File: src/hw/rtl/tma_pkg.sv
`timescale 1ns / 1ps
// ----------------------------------------------------------------------------
// tma_pkg
// Shared constants, transaction types and divider constants for the trimmed
// moving average unit.
// ----------------------------------------------------------------------------
package tma_pkg;

    // Filter geometry.
    localparam int WINDOW    = 10;
    localparam int CHANNELS  = 3;
    localparam int HIST_LEN  = WINDOW - 1;
    localparam int MEM_DEPTH = CHANNELS * HIST_LEN;
    localparam int ADDR_W    = $clog2(MEM_DEPTH);
    localparam int IDX_W     = $clog2(HIST_LEN);
    localparam int CH_IDX_W  = (CHANNELS > 1) ? $clog2(CHANNELS) : 1;

    // Field widths.
    localparam int CH_W     = 2;
    localparam int SAMPLE_W = 16;
    localparam int SUM_W    = 22;
    localparam int MEAN_W   = 20;

    // Constant divider: mean = trimmed * 16 / DIV_D, by reciprocal and correction.
    localparam int DIV_D     = WINDOW - 2;
    localparam int DIVISOR_W = $clog2(DIV_D + 1);
    localparam int SCALED_W  = SUM_W + 4;
    localparam int DIV_SHIFT = SCALED_W + 1;
    localparam int RECIP_W   = DIV_SHIFT + 1;
    localparam int PROD_W    = SCALED_W + RECIP_W;
    localparam int QD_W      = SCALED_W + DIVISOR_W;
    localparam logic [RECIP_W-1:0] DIV_RECIP = RECIP_W'((64'd1 << DIV_SHIFT) / DIV_D);

    // Input transaction.
    typedef struct packed {
        logic [CH_W-1:0]            channel;
        logic signed [SAMPLE_W-1:0] sample;
    } t_in;

    // Output transaction.
    typedef struct packed {
        logic signed [SUM_W-1:0]  trimmed_sum;
        logic signed [MEAN_W-1:0] mean_q4;
    } t_out;

endpackage

File: src/hw/rtl/tma_div.sv
`timescale 1ns / 1ps
// ----------------------------------------------------------------------------
// tma_div
// Three-stage signed divide of (value * 16) by the constant WINDOW-2, with the
// quotient truncated toward zero.
// ----------------------------------------------------------------------------
module tma_div
    import tma_pkg::*;
(
    input  logic                     i_clk,
    input  logic                     i_rst_n,
    input  logic                     i_start,
    input  logic signed [SUM_W-1:0]  i_value,
    output logic                     o_done,
    output logic signed [MEAN_W-1:0] o_quot
);

    logic [SUM_W-1:0]    mag;
    logic [SCALED_W-1:0] scaled;
    logic [SCALED_W-1:0] q0;
    logic [QD_W-1:0]     rem;
    logic [SCALED_W-1:0] q_fix;
    logic [SCALED_W-1:0] q_signed;

    logic                r_v1, r_v2, r_done;
    logic                r_neg1, r_neg2;
    logic [PROD_W-1:0]   r_prod;
    logic [SCALED_W-1:0] r_m1, r_m2;
    logic [SCALED_W-1:0] r_q0;
    logic [QD_W-1:0]     r_qd;
    logic signed [MEAN_W-1:0] r_quot;

    // Magnitude of the dividend, scaled to Q4.
    assign mag    = i_value[SUM_W-1] ? SUM_W'(-i_value) : SUM_W'(i_value);
    assign scaled = {mag, 4'b0000};

    // Estimated quotient is exact or one short.
    assign q0 = r_prod[DIV_SHIFT +: SCALED_W];

    // Remainder check corrects the estimate, then the sign is restored.
    assign rem      = QD_W'(r_m2) - r_qd;
    assign q_fix    = (rem >= QD_W'(DIV_D)) ? r_q0 + SCALED_W'(1) : r_q0;
    assign q_signed = r_neg2 ? SCALED_W'(-q_fix) : q_fix;

    // Stage control.
    always_ff @(posedge i_clk) begin
        if (!i_rst_n) begin
            r_v1   <= 1'b0;
            r_v2   <= 1'b0;
            r_done <= 1'b0;
        end else begin
            r_v1 <= i_start;
            r_v2 <= r_v1;
            if (i_start) begin
                r_done <= 1'b0;
            end else if (r_v2) begin
                r_done <= 1'b1;
            end
        end
    end

    // Datapath stages.
    always_ff @(posedge i_clk) begin
        if (i_start) begin
            r_prod <= PROD_W'(scaled) * PROD_W'(DIV_RECIP);
            r_m1   <= scaled;
            r_neg1 <= i_value[SUM_W-1];
        end
        if (r_v1) begin
            r_q0   <= q0;
            r_qd   <= QD_W'(q0) * QD_W'(DIV_D);
            r_m2   <= r_m1;
            r_neg2 <= r_neg1;
        end
        if (r_v2) begin
            r_quot <= MEAN_W'(q_signed);
        end
    end

    assign o_done = r_done;
    assign o_quot = r_quot;

endmodule

File: src/hw/rtl/trimmed_moving_average_unit.sv
`timescale 1ns / 1ps
// ----------------------------------------------------------------------------
// trimmed_moving_average_unit
// Per-channel trimmed-mean moving average over a window of signed samples.
// ----------------------------------------------------------------------------
// Usage:
// The input channel carries one sample and its channel number per transaction.
// For each transaction the unit returns one output transaction: the window sum
// (new sample plus that channel's WINDOW-1 stored samples) less one largest and
// one smallest value, and that trimmed sum times 16 divided by WINDOW-2,
// truncated toward zero. A channel number at or above CHANNELS yields zeros and
// leaves all histories untouched.
// The unit works on one transaction at a time. The history entries are read
// one per cycle through the single read port of the sample memory, and
// o_in_stall stays high from acceptance until the result enters the output
// register, when the input opens again. A new transaction may be accepted
// while the previous result still waits in the output register.
// Reset clears every history to zero through per-entry valid bits and empties
// the output register. While i_out_stall is high the result holds and the
// next result waits inside the unit.
// ----------------------------------------------------------------------------
module trimmed_moving_average_unit
    import tma_pkg::*;
(
    input  logic i_clk,
    input  logic i_rst_n,
    input  logic i_in_valid,
    input  t_in  i_in_data,
    output logic o_in_stall,
    output logic o_out_valid,
    output t_out o_out_data,
    input  logic i_out_stall
);

    localparam logic [2:0] S_IDLE = 3'd0;
    localparam logic [2:0] S_SCAN = 3'd1;
    localparam logic [2:0] S_LAST = 3'd2;
    localparam logic [2:0] S_TRIM = 3'd3;
    localparam logic [2:0] S_DIV  = 3'd4;

    logic [2:0] r_state, n_state;

    logic                       r_out_valid;
    t_out                       r_out_data;
    logic signed [SAMPLE_W-1:0] r_sample;
    logic [CH_IDX_W-1:0]        r_ch;
    logic [ADDR_W-1:0]          r_base;
    logic [IDX_W-1:0]           r_idx;
    logic [IDX_W-1:0]           r_ptr [CHANNELS];
    logic [MEM_DEPTH-1:0]       r_vld;
    logic signed [SUM_W-1:0]    r_sum, r_hi, r_lo, r_trim;
    logic                       r_acc;
    logic                       r_start;
    logic [SAMPLE_W-1:0]        r_rd_data;
    logic                       r_rd_vld;

    logic [SAMPLE_W-1:0] mem [MEM_DEPTH];

    logic                    in_acc;
    logic                    out_free;
    logic                    in_range;
    logic                    rd_en;
    logic [ADDR_W-1:0]       rd_addr;
    logic                    wr_en;
    logic [ADDR_W-1:0]       wr_addr;
    logic signed [SUM_W-1:0] rd_val;
    logic signed [SUM_W-1:0] new_val;
    logic                    div_done;
    logic signed [MEAN_W-1:0] div_quot;

    assign in_acc   = i_in_valid && !o_in_stall;
    assign out_free = !r_out_valid || !i_out_stall;
    assign in_range = 32'(i_in_data.channel) < CHANNELS;

    // Sample memory access: one read per scan cycle, one write at the end.
    assign rd_en   = (r_state == S_SCAN);
    assign rd_addr = r_base + ADDR_W'(r_idx);
    assign wr_en   = (r_state == S_LAST);
    assign wr_addr = r_base + ADDR_W'(r_ptr[r_ch]);

    assign rd_val  = r_rd_vld ? SUM_W'(signed'(r_rd_data)) : '0;
    assign new_val = SUM_W'(i_in_data.sample);

    // Sample memory, no reset.
    always_ff @(posedge i_clk) begin
        if (rd_en) begin
            r_rd_data <= mem[rd_addr];
        end
        if (wr_en) begin
            mem[wr_addr] <= r_sample;
        end
    end

    // Entry valid bits and per-channel oldest-entry pointers.
    always_ff @(posedge i_clk) begin
        if (!i_rst_n) begin
            r_vld    <= '0;
            r_rd_vld <= 1'b0;
            for (int c = 0; c < CHANNELS; c++) begin
                r_ptr[c] <= '0;
            end
        end else begin
            if (rd_en) begin
                r_rd_vld <= r_vld[rd_addr];
            end
            if (wr_en) begin
                r_vld[wr_addr] <= 1'b1;
                r_ptr[r_ch] <= (r_ptr[r_ch] == IDX_W'(HIST_LEN - 1)) ?
                               '0 : r_ptr[r_ch] + IDX_W'(1);
            end
        end
    end

    // Sequencer next state.
    always_comb begin
        n_state = r_state;
        unique case (r_state)
            S_IDLE: begin
                if (in_acc) begin
                    n_state = in_range ? S_SCAN : S_TRIM;
                end
            end
            S_SCAN: begin
                if (r_idx == IDX_W'(HIST_LEN - 1)) begin
                    n_state = S_LAST;
                end
            end
            S_LAST: begin
                n_state = S_TRIM;
            end
            S_TRIM: begin
                n_state = S_DIV;
            end
            S_DIV: begin
                if (div_done && !r_start && out_free) begin
                    n_state = S_IDLE;
                end
            end
            default: begin
                n_state = S_IDLE;
            end
        endcase
    end

    // Control registers.
    always_ff @(posedge i_clk) begin
        if (!i_rst_n) begin
            r_state     <= S_IDLE;
            r_out_valid <= 1'b0;
            r_acc       <= 1'b0;
            r_start     <= 1'b0;
        end else begin
            r_state <= n_state;
            r_acc   <= rd_en;
            r_start <= (r_state == S_TRIM);
            if (r_state == S_DIV && n_state == S_IDLE) begin
                r_out_valid <= 1'b1;
            end else if (!i_out_stall) begin
                r_out_valid <= 1'b0;
            end
        end
    end

    // Window accumulation: sum, largest and smallest value.
    always_ff @(posedge i_clk) begin
        if (in_acc) begin
            r_sample <= i_in_data.sample;
            r_ch     <= CH_IDX_W'(i_in_data.channel);
            r_base   <= ADDR_W'(32'(i_in_data.channel) * HIST_LEN);
            r_idx    <= '0;
            r_sum    <= in_range ? new_val : '0;
            r_hi     <= in_range ? new_val : '0;
            r_lo     <= in_range ? new_val : '0;
        end else begin
            if (rd_en) begin
                r_idx <= r_idx + IDX_W'(1);
            end
            if (r_acc) begin
                r_sum <= r_sum + rd_val;
                if (rd_val > r_hi) begin
                    r_hi <= rd_val;
                end
                if (rd_val < r_lo) begin
                    r_lo <= rd_val;
                end
            end
        end
        if (r_state == S_TRIM) begin
            r_trim <= r_sum - r_hi - r_lo;
        end
    end

    // Output register.
    always_ff @(posedge i_clk) begin
        if (r_state == S_DIV && n_state == S_IDLE) begin
            r_out_data.trimmed_sum <= r_trim;
            r_out_data.mean_q4     <= div_quot;
        end
    end

    tma_div u_div (
        .i_clk   (i_clk),
        .i_rst_n (i_rst_n),
        .i_start (r_start),
        .i_value (r_trim),
        .o_done  (div_done),
        .o_quot  (div_quot)
    );

    assign o_in_stall  = (r_state != S_IDLE);
    assign o_out_valid = r_out_valid;
    assign o_out_data  = r_out_data;

endmodule

File: config.mk
export PLATFORM = sky130hd
export DESIGN_NAME = trimmed_moving_average_unit
export DESIGN_NICKNAME = d
export VERILOG_FILES = /design/src/hw/rtl/tma_pkg.sv /design/src/hw/rtl/tma_div.sv /design/src/hw/rtl/trimmed_moving_average_unit.sv
export SDC_FILE = /design/constraint.sdc
export NUM_CORES = 1
export LEC_CHECK = 0
export BUFFER_PORTS_ARGS = -buffer_cell sky130_fd_sc_hd__buf_2
export CORE_MARGIN = 10
export CORE_UTILIZATION = 35
export CTS_CLUSTER_DIAMETER = 80
export CTS_CLUSTER_SIZE = 14
export DETAILED_ROUTE_END_ITERATION = 6
export GPL_ROUTABILITY_DRIVEN = 0
export SLEW_MARGIN = 10
export SYNTH_ARGS = -nofsm -noshare
export SYNTH_HDL_FRONTEND = slang
export SYNTH_SLANG_ARGS = --single-unit
export TNS_END_PERCENT = 100
File: constraint.sdc
create_clock -name i_clk -period 5.4 [get_ports i_clk]
set_input_delay 1.08 -clock i_clk [delete_from_list [all_inputs] [get_ports i_clk]]
set_output_delay 1.08 -clock i_clk [all_outputs]
set_load 0.01 [all_outputs]
# == Word level (Yosys, flattened, before mapping) ==
# Memory sizes are Yosys's and may differ from the RTL's. A register that Yosys moved wholly into a read port is not among the register bits.
# Cells that the tools add are included.
# totals
reg_bits,260
ram_bits,444
in_bits,22
out_inout_bits,44
word_cells,109
mem_count,2
# mem_list
name,depth,word_bits,read_ports,rd_ports_with_merged_regs,write_ports,line_no,rtl
mem,27,16,1,1,1,trimmed_moving_average_unit.sv:57,logic [SAMPLE_W-1:0] mem [MEM_DEPTH];
r_ptr,3,4,1,1,3,trimmed_moving_average_unit.sv:49,logic [IDX_W-1:0] r_ptr [CHANNELS];
# classes
n_addsub,11
mul,1
order_cmp,7
n_eq_ne,7
mux,34
bitwise_logic,2
reduce_logical,20
# ops
cell,n
$mux W22,10
$sub A22 B22 Y22,2
$mux W20,2
$ge A30 B4 Y1 const B,1
$or A27 B27 Y27,1
$sub A26 B26 Y27,1
$add A22 B22 Y22,1
$gt A22 B22 Y1,1
$lt A22 B22 Y1,1
$neg A22 Y22,1
$mux W21,1
$add A20 B1 Y20 const B,1
$neg A20 Y20,1
$pmux W3 S5,1
$lt A5 B6 Y1 const B,2
$add A5 B4 Y5,2
$mux W1,10
$mux W3,3
$add A4 B1 Y4 const B,2
$eq A4 B4 Y1 const B,2
$mux W4,2
$eq A3 B2 Y1 const B,2
$logic_not A3 Y1,2
$mux W2,3
17 further kinds,27

# == Logic depth before layout (Yosys ltp) ==
# depth
depth_word,8
ltp_mapped,14
mapped_depth_nobuf,11

# == Cells and area by module ==
# From an unflattened synthesis, not the netlist that was laid out.
# unflattened
hier_cells,1876
area_unflattened_um2,30317.8
# modules_own_cells
mod,n_inst,cells_each,area_per_inst_um2,seq_area_each_um2
trimmed_moving_average_unit,1,1695,27664.0,18818.0
tma_div,1,181,2653.8,1831.8

# == Worst setup path after synthesis ==
# Ideal clock, no wire load.
# synth_timing
kind,reg2reg
startpoint,register r_rd_vld
endpoint,"register r_lo[0], enable pin"
setup_ps,411
t_arrival_ps,3476
setup_slack_ps,1513
path_stages_with_launch,11
path_cell_list,dfxtp_1 buf_2 clkbuf_1 and2_1 ha_1 a21o_1 a21o_1 a21o_1 a2111oi_0 nor4_1 o21ai_0
# synth_between
elab_chain_cells,4
# synth_lines
item,line_no,rtl
"start, declared",trimmed_moving_average_unit.sv:55,logic r_rd_vld;
"start signal, assigned",trimmed_moving_average_unit.sv:104,r_rd_vld <= r_vld[rd_addr];
$mux W22,trimmed_moving_average_unit.sv:81,assign rd_val = r_rd_vld ? SUM_W'(signed'(r_rd_data)) : '0;
$lt A22 B22 Y1,trimmed_moving_average_unit.sv:183,if (rd_val < r_lo) begin
$reduce_bool A2 Y1 (no source line),n/a,
$reduce_and A2 Y1 (no source line),n/a,
"end signal, assigned",trimmed_moving_average_unit.sv:173,r_lo <= in_range ? new_val : '0;
"end signal, assigned",trimmed_moving_average_unit.sv:184,r_lo <= rd_val;
"end, declared",trimmed_moving_average_unit.sv:51,"logic signed [SUM_W-1:0] r_sum, r_hi, r_lo, r_trim;"
# No other way between the ends.
# A chain may end at the register's enable or synchronous reset.

# == Worst setup path after layout ==
# layout_timing
startpoint,register r_rd_vld
endpoint,"register r_lo[12], enable pin"
# The elaborated chain is that of the path after synthesis.

==> out/qor_table.md <==
| Result | This run | Unit |
| --- | --- | --- |
| Outcome | finished, final reports clean | - |
| Root Buffer | clkbuf_16 | - |
| Share of flip-flops with an asynchronous set or reset | 0 | - |
| Critical-path cell with the highest stage delay | dfxtp_1 | - |
| # rows | 108 | - |
| Vias post-DR | 16.8k | - |
| WP depth | 9 | - |
| Post-DR vias/cell | 5.24 | - |
| CTS tree | built | - |
| Clock sink count | 701 | - |
| TNS Setup | 0 | ns |
| Final WL | 68.9 | mm |
| PD cells | 419 | nW/um^2 |
| CTS H-tree lvls | 2 | - |
| Max-slew headroom at the worst pin | 0.208 | - |
| Timing-limited maximum frequency | 0.257 | GHz |
| Total cell area at the placement stage | 32,300 | um^2 |
| Destination of the worst register-to-register timing path | r_lo[12]$_DFFE_PP_ | - |
| Launch point of the worst path | r_rd_vld$_SDFFE_PN0P_ | - |
| Via count of the first global-routing pass | 17.5k | - |
| Number of synthesis warnings | 0 | - |
| Final net count | 2,119 | - |
| First-pass DRT Iterations | 5 | - |
| Clock Path Buffers | 3 | - |
| P_leak | 11.6 | nW |
| Final Hold Fails | 0 | - |
| Worst Reg-to-Reg Cells | 9 | - |
| Area enclosed by the die boundary | 99,300 | um^2 |
| Launch point of the worst reg-to-reg path | r_rd_vld$_SDFFE_PN0P_ | - |
| Clock slew seen by the registers of the worst setup and hold paths | 0.07 | ns |
| Sequential cell area fraction in the yosys report | 0.676 | - |
| Library cell appearing most often on the critical path | a21o_1 | - |
| Ports placed on the boundary | 66 | - |
| Number of buffers created by CTS | 56 | - |
| Post-cts gate resize count | 0 | - |
| Setup repair after global routing missed its margin | no | - |
| Hold_buf cts | 0 | - |
| Max stage delay on crit path | 0.94 | ns |
| Overall fraction of global-route tracks in use | 0.136 | - |
| Crit path max-delay family | compound AO/OA/AOI/OAI gates | - |
| Number of max-slew violations in the final report | 0 | - |
| Maximum ir drop on the vdd rail | 0.306 | mV |
| Max-capacitance violation count | 0 | - |
| Syn Area/Cell | 15.9 | um^2 |
| Floorplan Core Area | 86,600 | um^2 |
| Sum of internal, switching and leakage power | 14.3 | mW |
| Commonest non-fill, non-tap cells in the layout | 658 x edfxtp_1, 128 x nand2_1, 106 x mux4_2 | - |
| Count of endpoints failing setup in the final report | 0 | - |
| Number of enable-type register cells in the synthesized netlist | 658 | - |
| Worst Setup Start Kind | register | - |
| Initial Util | 0.352 | - |
| Number of distinct library cells after synthesis | 78 | - |
| Area growth syn-to-layout | 11.6 | % |
| Share of layout cells above drive strength 1 | 0.149 | - |
| Number of antenna violations at the first check in global routing | 6 | - |
| Data arrival time of the critical path | 4.23 | ns |
| Count of buffering cells on the critical path with inverters included | 1 | - |
| Clock network latency to the later pin of the worst-skew pair | 0.67 | ns |
| Crit Path Category | reg -> reg | - |
| Post-Synthesis Net Count | 2,042 | - |
| Cells along the critical path | and2_1 -> ha_1 -> a21o_1 -> a21o_1 -> a21o_1 -> a2111oi_0 -> nor4_1 -> o21ai_1 -> buf_4 | - |
| Endpoint of the worst setup timing path | r_lo[12]$_DFFE_PP_ | - |
| Post-route clock period utilization | 0.720 | - |
| Global-route wire length before repair | 106 | mm |
| Total congestion overflow after global routing | 0 | - |
| Final Util | 0.393 | - |
| Post-synthesis instance total | 1,917 | - |
| Synth Flop Type | edfxtp_1 | - |
| Number of DRC violations after detailed-routing iteration 0 | 1,385 | - |
| Number of port buffers | 64 | - |
| Chip height | 315 | um |
| Reg-to-reg setup timing slack | 1.51 | ns |
| Post CTS Setup Buffer Count | 0 | - |
| Place WS | 1.49 | ns |
| Most common cell after layout, fill and taps aside | edfxtp_1 | - |
| Largest net degree at the start of global routing | 72 | - |
| Die X-Extent | 315 | um |
| Final worst setup slack | 1.51 | ns |
| Worst path required time | 5.74 | ns |
| Post-synthesis cell area | 30,500 | um^2 |
| Actual slew at the worst max-slew pin | 1.18 | ns |
| CP Max Fanout | 29 | - |
| Average wire per standard cell | 21.5 | um |
| Type of element capturing the critical path | register | - |
| Path type of the worst min-delay path | reg -> reg | - |
| Final ANT Viol Nets | 0 | - |
| Final non-filler cell area | 34,000 | um^2 |
| Final critical-path required period | 3.89 | ns |
| Final Skew | 0.0845 | ns |
| HPWL Detailed | 44.7 | mm |
| DRC violation count after routing | 0 | - |
| Total of flip-flops plus latches after synthesis | 701 | - |
## worst min-delay path by stage
stage,from,endpoint,slack [ns],cells past startpoint
floorplan,u_div.o_quot[10]$_DFFE_PP_,o_out_data[10]$_DFFE_PP_,0.40,0
global placement,u_div.r_prod[38]$_DFFE_PP_,u_div.r_m2[14]$_DFFE_PP_,0.40,0
detailed placement,u_div.r_prod[36]$_DFFE_PP_,u_div.r_m2[12]$_DFFE_PP_,0.40,0
CTS,u_div.o_quot[6]$_DFFE_PP_,o_out_data[6]$_DFFE_PP_,0.39,0
global route,u_div.o_quot[6]$_DFFE_PP_,o_out_data[6]$_DFFE_PP_,0.42,0
finish,u_div.o_quot[6]$_DFFE_PP_,o_out_data[6]$_DFFE_PP_,0.40,0
## per-layer routing
layer,vias up,track usage,wire length [um]
li1,7578,-,-
met1,8658,0.180,30100
met2,430,0.234,33800
met3,92,0.0211,3540
met4,2,0.0342,1500
met5,-,0,13
## per-stage QoR
step	hold WS, ns	instances
2_1_floorplan	0.400	1917
3_3_place_gp	0.401	3091
3_5_place_dp	0.405	3091
4_1_cts	0.395	3196
5_1_grt	0.419	3196
6_report	0.401	3199
## cell usage after synthesis, drive strengths merged, types with 11 or more instances
library cell | number | share of area
a211oi | 33 | 0.0081
a21o | 48 | 0.012
a21oi | 67 | 0.011
a311oi | 18 | 0.0057
and2 | 33 | 0.0068
buf | 34 | 0.0056
clkbuf | 57 | 0.0070
dfxtp | 43 | 0.028
edfxtp | 658 | 0.65
fa | 24 | 0.016
ha | 79 | 0.032
inv | 68 | 0.0084
mux2i | 36 | 0.012
mux4 | 106 | 0.078
nand2 | 128 | 0.016
nand3 | 16 | 0.0026
nand4 | 14 | 0.0029
nor2 | 100 | 0.012
o21a | 41 | 0.010
o21ai | 64 | 0.011
or3 | 11 | 0.0023
xnor2 | 59 | 0.017
xor2 | 30 | 0.0086
## logic make-up after synthesis
group | share of synthesized area
flops | 0.676
simple gates | 0.0578
compound gates | 0.0794
buf+inv | 0.0210
mux | 0.0901
fa+ha+maj | 0.0498
xor+xnor | 0.0256
other cells | 0.000123
## registers in the layout, summed over array words and instances (netlist names), 3 cells and up, named ones only
signal / flops
r_sample: 16
r_lo: 16
r_ptr: 16
r_state: 3
u_div.o_quot: 19
r_vld: 27
r_rd_data: 16
o_out_data: 41
r_idx: 4
mem: 432
r_trim: 22
r_hi: 16
r_sum: 22
u_div.r_prod: 19
u_div.r_m2: 19
## worst register-to-register path, cell delays in order, from the launching register on
cell	delay [ns]
dfxtp_1	0.94
and2_1	0.37
ha_1	0.28
a21o_1	0.17
a21o_1	0.18
a21o_1	0.17
a2111oi_0	0.52
nor4_1	0.13
o21ai_1	0.49
buf_4	0.30
## area by class of cell
cell class | count | area (um^2)
clock inverter | 4 | 98.8
fill | 7880 | 52600
multi-input combinational | 1057 | 9310
antenna | 3 | 7.51
clock buffer | 101 | 1600
inverter | 68 | 255
sequential | 701 | 20600
timing repair buffer | 110 | 691
tap | 1155 | 1450
## power by group
group / switching [mW] / internal (mW)
Combinational: 2.09 / 1.73
Sequential: 0.247 / 6.27
Clock: 1.90 / 2.02
Total: 4.24 / 10.0
No activity file was read; power rests on OpenSTA's default activity.
